### config.mk
export PLATFORM = sky130hd
export DESIGN_NAME = tbbp_div
export DESIGN_NICKNAME = d
export VERILOG_FILES = /design/src/sv/tbbp_pkg.sv /design/src/sv/tbbp_div.sv
export SDC_FILE = /design/constraint.sdc
export NUM_CORES = 1
export LEC_CHECK = 0
export BUFFER_PORTS_ARGS = -buffer_cell sky130_fd_sc_hd__buf_4
export CORE_MARGIN = 2
export CORE_UTILIZATION = 59
export CTS_CLUSTER_DIAMETER = 200
export CTS_CLUSTER_SIZE = 16
export DETAILED_ROUTE_END_ITERATION = 12
export GPL_ROUTABILITY_DRIVEN = 0
export PLACE_DENSITY = 0.83
export SLEW_MARGIN = 20
export SYNTH_ARGS = -nofsm -noshare
export SYNTH_HDL_FRONTEND = slang
export SYNTH_SLANG_ARGS = --single-unit
### constraint.sdc
create_clock -name clk -period 6.61 [get_ports clk]
set_clock_uncertainty 0.05 [all_clocks]
set_input_delay 0.3305 -clock clk [delete_from_list [all_inputs] [get_ports clk]]
set_output_delay 0.3305 -clock clk [all_outputs]
set_load 0.01 [all_outputs]
### src/sv/tbbp_pkg.sv
// Shared types, band thresholds and helper functions for the band border point unit.
package tbbp_pkg;

  localparam int COORD_BITS_DEF       = 24;
  localparam int DIST_BITS_DEF        = 16;
  localparam int WEIGHT_FRAC_BITS_DEF = 16;

  // Quotient bits resolved by each divider stage
  localparam int DIV_STEPS_PER_STAGE = 2;

  localparam int LVL_GOOD        = 333;
  localparam int LVL_AVG         = 666;
  localparam int LVL_BAD         = 1000;
  localparam int LVL_MID_GB      = 500;
  localparam int LVL_REMOTE_EDGE = 999;

  typedef enum logic [1:0] {
    BAND_GOOD    = 2'd0,
    BAND_AVERAGE = 2'd1,
    BAND_BAD     = 2'd2,
    BAND_REMOTE  = 2'd3
  } band_t;

  function automatic band_t band_of(input logic [31:0] d);
    band_t b;
    if (d <= 32'(LVL_GOOD)) b = BAND_GOOD;
    else if (d <= 32'(LVL_AVG)) b = BAND_AVERAGE;
    else if (d < 32'(LVL_BAD)) b = BAND_BAD;
    else b = BAND_REMOTE;
    return b;
  endfunction

  // Split level between a lower and a higher band
  function automatic logic [31:0] level_of(input band_t lo, input band_t hi);
    logic [31:0] l;
    case (lo)
      BAND_GOOD: begin
        if (hi == BAND_AVERAGE) l = 32'(LVL_GOOD);
        else if (hi == BAND_BAD) l = 32'(LVL_MID_GB);
        else l = 32'(LVL_REMOTE_EDGE);
      end
      BAND_AVERAGE: begin
        if (hi == BAND_BAD) l = 32'(LVL_AVG);
        else l = 32'(LVL_REMOTE_EDGE);
      end
      default: l = 32'(LVL_BAD);
    endcase
    return l;
  endfunction

endpackage

### src/sv/tbbp_div.sv
// Pipelined restoring divider giving the border weight num/den in unsigned fixed point.
module tbbp_div #(
  parameter int DIST_BITS = tbbp_pkg::DIST_BITS_DEF,
  parameter int WFRAC     = tbbp_pkg::WEIGHT_FRAC_BITS_DEF
) (
  input  logic                 clk,
  input  logic [DIST_BITS-1:0] num,
  input  logic [DIST_BITS-1:0] den,
  output logic [WFRAC-1:0]     w
);

  localparam int STEPS = WFRAC + 1;
  localparam int SPS   = tbbp_pkg::DIV_STEPS_PER_STAGE;
  localparam int NST   = (STEPS + SPS - 1) / SPS;
  localparam int RW    = DIST_BITS + 1;

  logic [RW-1:0]        rem_r [NST-1];
  logic [DIST_BITS-1:0] den_r [NST-1];
  logic [STEPS-1:0]     quo_r [NST];

  for (genvar s = 0; s < NST; s++) begin : g_stage
    logic [RW-1:0]        rem_in;
    logic [RW-1:0]        rem_nxt;
    logic [STEPS-1:0]     quo_in;
    logic [STEPS-1:0]     quo_nxt;
    logic [DIST_BITS-1:0] den_in;

    if (s == 0) begin : g_first
      assign rem_in = {1'b0, num};
      assign quo_in = '0;
      assign den_in = den;
    end else begin : g_next
      assign rem_in = rem_r[s-1];
      assign quo_in = quo_r[s-1];
      assign den_in = den_r[s-1];
    end

    always_comb begin
      rem_nxt = rem_in;
      quo_nxt = quo_in;
      for (int j = 0; j < SPS; j++) begin
        if (s * SPS + j < STEPS) begin
          // first step tests the integer bit without a shift
          if (s * SPS + j != 0) rem_nxt = {rem_nxt[RW-2:0], 1'b0};
          if (rem_nxt >= {1'b0, den_in}) begin
            rem_nxt = rem_nxt - {1'b0, den_in};
            quo_nxt = {quo_nxt[STEPS-2:0], 1'b1};
          end else begin
            quo_nxt = {quo_nxt[STEPS-2:0], 1'b0};
          end
        end
      end
    end

    always_ff @(posedge clk) begin
      quo_r[s] <= quo_nxt;
    end

    if (s < NST - 1) begin : g_carry
      always_ff @(posedge clk) begin
        rem_r[s] <= rem_nxt;
        den_r[s] <= den_in;
      end
    end
  end

  // a weight of exactly one saturates
  assign w = quo_r[NST-1][WFRAC] ? {WFRAC{1'b1}} : quo_r[NST-1][WFRAC-1:0];

endmodule

### Word level (Yosys, flattened, before mapping)

Memories as Yosys holds them, arrays and structs flattened.
Cells that the tools add are included.

| cells by class | value |
|---|---|
| mux-type cells | 34 |
| reductions and logical operators | 0 |
| divide/modulo/power cells | 0 |
| equality and inequality tests | 0 |
| $mul | 0 |
| $lt $le $gt $ge | 17 |
| shift operators | 0 |
| $add $sub $neg | 16 |
| bitwise gates (word level) | 0 |

Operator list:

| operator | count |
|---|---|
| 17-bit by 16-bit >= comparator with 1-bit output | 16 |
| 16-bit two-way mux | 9 |
| 17-bit two-way mux | 8 |
| 17-bit by 16-bit subtractor with 17-bit output | 8 |
| 16-bit subtractor | 8 |
| 1-bit two-way mux | 17 |
| 16-bit >= comparator | 1 |

| storage, ports and cells | value |
|---|---|
| output and inout port bits | 16 |
| bits of input ports | 33 |
| word-level logic and storage cells | 70 |
| flip-flop bits (word level) | 0 |
| memories | 3 |
| RAM bits | 417 |
| latch bits | 0 |
| memory bits (read-only) | 0 |

Memory list:

| name | depth | bits a word | read ports | clocked after memory_dff | wr ports | line | RTL |
|---|---|---|---|---|---|---|---|
| quo_r | 9 | 17 | 9 | 0 | 9 | tbbp_div.sv:19 | `logic [STEPS-1:0] quo_r [NST];` |
| rem_r | 8 | 17 | 8 | 0 | 8 | tbbp_div.sv:17 | `logic [RW-1:0] rem_r [NST-1];` |
| den_r | 8 | 16 | 8 | 0 | 8 | tbbp_div.sv:18 | `logic [DIST_BITS-1:0] den_r [NST-1];` |

### Longest topological paths before layout

An unclocked memory read counts as a cell.

| logic depth | value |
|---|---|
| depth after elaboration | 5 |
| depth in mapped cells | 24 |
| depth with buffers taken out | 21 |

### Worst setup path before layout

OpenSTA, ideal clock, no wires.

| timing | value |
|---|---|
| path kind | register to register |
| start | mem den_r[0][49] in the netlist's numbering |
| end | mem rem_r[1][11] in the netlist's numbering |
| path slack | 1.510 ns |
| path buffers | 3 |
| data arrival time | 4.929 ns |
| data required time | 6.439 ns |
| stages on the path, launching flop included | 23 |
| library setup time | 0.121 ns |
| clock period less this slack | 5.100 ns |
| cells stage by stage | dfxtp_1 inv_1 ha_1 nor2b_1 o31ai_2 a21oi_1 o21a_1 o311ai_2 and2_1 clkbuf_1 buf_2 mux2_2 ha_1 o21a_1 o31a_1 o31a_1 o41ai_2 nor3_1 o31ai_1 nand2b_1 a21boi_4 buf_6 mux2_2 |

RTL lines:

| element | line |
|---|---|
| from (decl) | tbbp_div.sv:18 |
| to (decl) | tbbp_div.sv:17 |

==> impl_metrics.tcl <==
set metrics [dict create \
    cap_violations 0 \
    crit_family "compound AO/OA/AOI/OAI gates" \
    cp.arrival_ns 6.50 \
    htreeDepth 1 \
    ys_seq_elements 345 \
    async_flop_share_pct 0 \
    fin_crit_sh_pct 92.80 \
    vias_per_cell 6.133 \
    final_common_cell "dfxtp_1" \
    worstMarginPinSlew_ns 0.9076 \
    ys_seq_area_share_pct 31.35 \
    overflow 0 \
    grt_pass1_wl_mm 87.79 \
    die_x_um 197.2 \
    initialDrtViolationCount 1293 \
    critPathLaunchType "flip-flop" \
    drtAntennaViolNets 0 \
    cts_tree "done" \
    startpoint "den_r[0][49]" \
    relSlewSlack_pct 39.49 \
    first_pass_iters 6 \
    vias 18410 \
    crit_chain "inv_1 -> ha_1 -> nor2b_1 -> o31ai_2 -> a21oi_1 -> o21a_1 -> o311ai_2 -> and2_1 -> buf_4 -> mux2_2 -> ha_1 -> o21a_1 -> o31a_1 -> o31a_1 -> o41ai_2 -> nor3_1 -> o31ai_1 -> nand2b_1 -> a21boi_4 -> mux2_1" \
    cts_buffer_depth 3 \
    cts_buffers 25 \
    endpoint_kind "flip-flop" \
    ys.flop_type "dfxtp_1" \
    stdcell_area_sq_mm 0.02361 \
    synth-simple-area-share_pct 13.18 \
    grt_pass1_vias 18120 \
    path_buf_inv 2 \
    synth_top_family_by_area "compound AO/OA/AOI/OAI gates" \
    synth.area.mux_share_pct 7.536 \
    nets 2841 \
    synth_edf_count 0 \
    hpwlAfterDp_mm 42.92 \
    synthesis.nets 2781 \
    status "complete, no violations" \
    areaGrowthSynthToFinish_pct 7.172 \
    grt_max_degree 31 \
    ys_types 97 \
    antenna_found_initial 0 \
    layout_common_cells "dfxtp_1 (345), ha_1 (264), inv_1 (206)" \
    ys.warnings.count 0 \
    die_y_um 197.2 \
    synth_cells 2475 \
    route.detailed.drc 0 \
    post_cts_buffers 0 \
    timing.fmax_mhz 163.0 \
    finalSetupViolCount 0 \
    core_sq_mm 0.03670 \
    rsz0062_at_grt "false" \
    synth-adder-area-share_pct 15.81 \
    finalMaxSlewViolations 0 \
    grt_use_total_pct 27.51 \
    diodes 0 \
    finalHoldViolations 0 \
    die_area_sq_mm 0.03891 \
    r2r-start "den_r[0][49]" \
    fin_setup_tns_ns 0 \
    dpl_cell_area_sq_mm 0.02282 \
    port_buffers 48 \
    critical_path_class "flip-flop to flip-flop" \
    start_util_pct 60.04 \
    ioPinCount 49 \
    insertion_delay_ns 0.55 \
    slowest_delay_ns 0.53 \
    clkTransAtPathRegs_ns 0.08 \
    clock-sinks 345 \
    hp-class "input pin to flip-flop" \
    synth_xor_area_share_pct 7.394 \
    cp.required_ns 6.98 \
    critPathMaxFanout 23 \
    wl_per_cell_um 18.20 \
    critPathSlowestCell "dfxtp_1" \
    drive_gt1_share_pct 9.629 \
    holdCritStartpoint "num[4]" \
    ctsRootBufferMaster "clkbuf_16" \
    min_period_ns 6.134 \
    cts_resized 0 \
    post_synth.cell_area_avg_sq_um 8.902 \
    synthesis.area_sq_mm 0.02203 \
    num_rows 70 \
    synth_compound_area_share_pct 20.16 \
    drt-total-wl_mm 54.62 \
]
==> synth_stat cells, types with 6 or more instances <==
library cell | number | share of area, %
mux2i_1 | 11 | 0.50
o31ai_1 | 16 | 0.55
o21bai_1 | 18 | 0.61
nand4_1 | 28 | 0.80
a31oi_1 | 19 | 0.54
o211ai_1 | 16 | 0.55
a21o_1 | 64 | 2.2
xor2_1 | 61 | 2.4
ha_1 | 264 | 15
a211o_1 | 11 | 0.44
o21ai_1 | 23 | 0.52
o31a_1 | 7 | 0.28
o21a_1 | 58 | 2.0
and3_1 | 10 | 0.28
a211oi_1 | 25 | 0.85
xnor2_1 | 125 | 5.0
dfxtp_1 | 345 | 31
buf_6 | 6 | 0.31
mux2_4 | 17 | 1.2
a41oi_1 | 6 | 0.24
clkbuf_1 | 15 | 0.26
and2_1 | 10 | 0.28
or2_2 | 25 | 0.71
nand2b_1 | 29 | 0.82
mux2_1 | 33 | 1.7
nand2_1 | 175 | 3.0
nand3_1 | 50 | 1.1
a21oi_1 | 163 | 3.7
nor3_1 | 53 | 1.2
buf_2 | 11 | 0.25
or3_1 | 15 | 0.43
mux2_2 | 82 | 4.2
a2111oi_0 | 7 | 0.28
inv_1 | 206 | 3.5
nor2_1 | 160 | 2.7
and4_1 | 8 | 0.32
nor2b_1 | 21 | 0.60
o21ai_0 | 165 | 3.7
fa_1 | 9 | 0.82
==> final cells by class <==
class | instances | area (sq um)
fill | 2902 | 13090
clock buffer | 25 | 625.6
sequential | 345 | 6907
timing repair buffer | 72 | 580.6
clock inverter | 1 | 8.758
tap | 468 | 585.6
inverter | 210 | 788.3
multi-input combinational | 1881 | 14120
==> metrics by stage <==
| stage | utilization (%) | instances | hold WS, ns | setup WS [ns] |
|---|---|---|---|---|
| 5_1_grt | 64.34 | 3002 | 0.1433 | 0.2989 |
| 3_5_place_dp | 62.18 | 2960 | 0.2621 | 0.6827 |
| 6_report | 64.34 | 3002 | 0.1453 | 0.4762 |
| 2_1_floorplan | - | 2475 | 0.2596 | 1.510 |
| 4_1_cts | 64.34 | 3002 | 0.1332 | 0.6608 |
| 3_3_place_gp | 62.18 | 2960 | 0.2603 | 0.9372 |
==> logic make-up after synthesis <==
kind of cell	count (synthesis)
mux	143
fa+ha+maj	273
buf+inv	249
flops	345
xor+xnor	186
simple gates	609
compound gates	670
==> per-layer routing <==
metal,vias to the layer above,part of all wire [%],GRT usage (%),routed length (um)
met2,763,47,47.87,25740
met4,0,4.7,12.61,2589
li1,8890,-,-,-
met3,174,6.6,3.534,3617
met5,-,0,0,0
met1,8585,42,33.87,22670
==> flip-flops by register name (all words and copies together) (netlist names) <==
| name | count |
|---|---|
| quo_r | 89 |
| rem_r | 128 |
| den_r | 128 |
==> tightest hold or removal path, cell delays in order <==
cell and delay, ns:
buf_4 0.09, mux2_2 0.15, mux2_2 0.13
==> what timing repair did <==
item / 4_1_cts / 5_1_grt
endpoints found under the setup margin: 0 / 0
hold endpoints to repair: 17 / 0
hold buffers: 16 / 0
==> final timing paths <==
path	cells after the start	slack, ns	to
setup / recovery	20	0.48	rem_r[1][9]
hold / removal	3	0.15	rem_r[0][5]
setup reg to reg	20	0.48	rem_r[1][9]
hold reg to reg	0	0.28	quo_r[0][105]
Power is not shown: default switching activity piles up to over one toggle a cycle in this logic, so the estimate is an artifact.
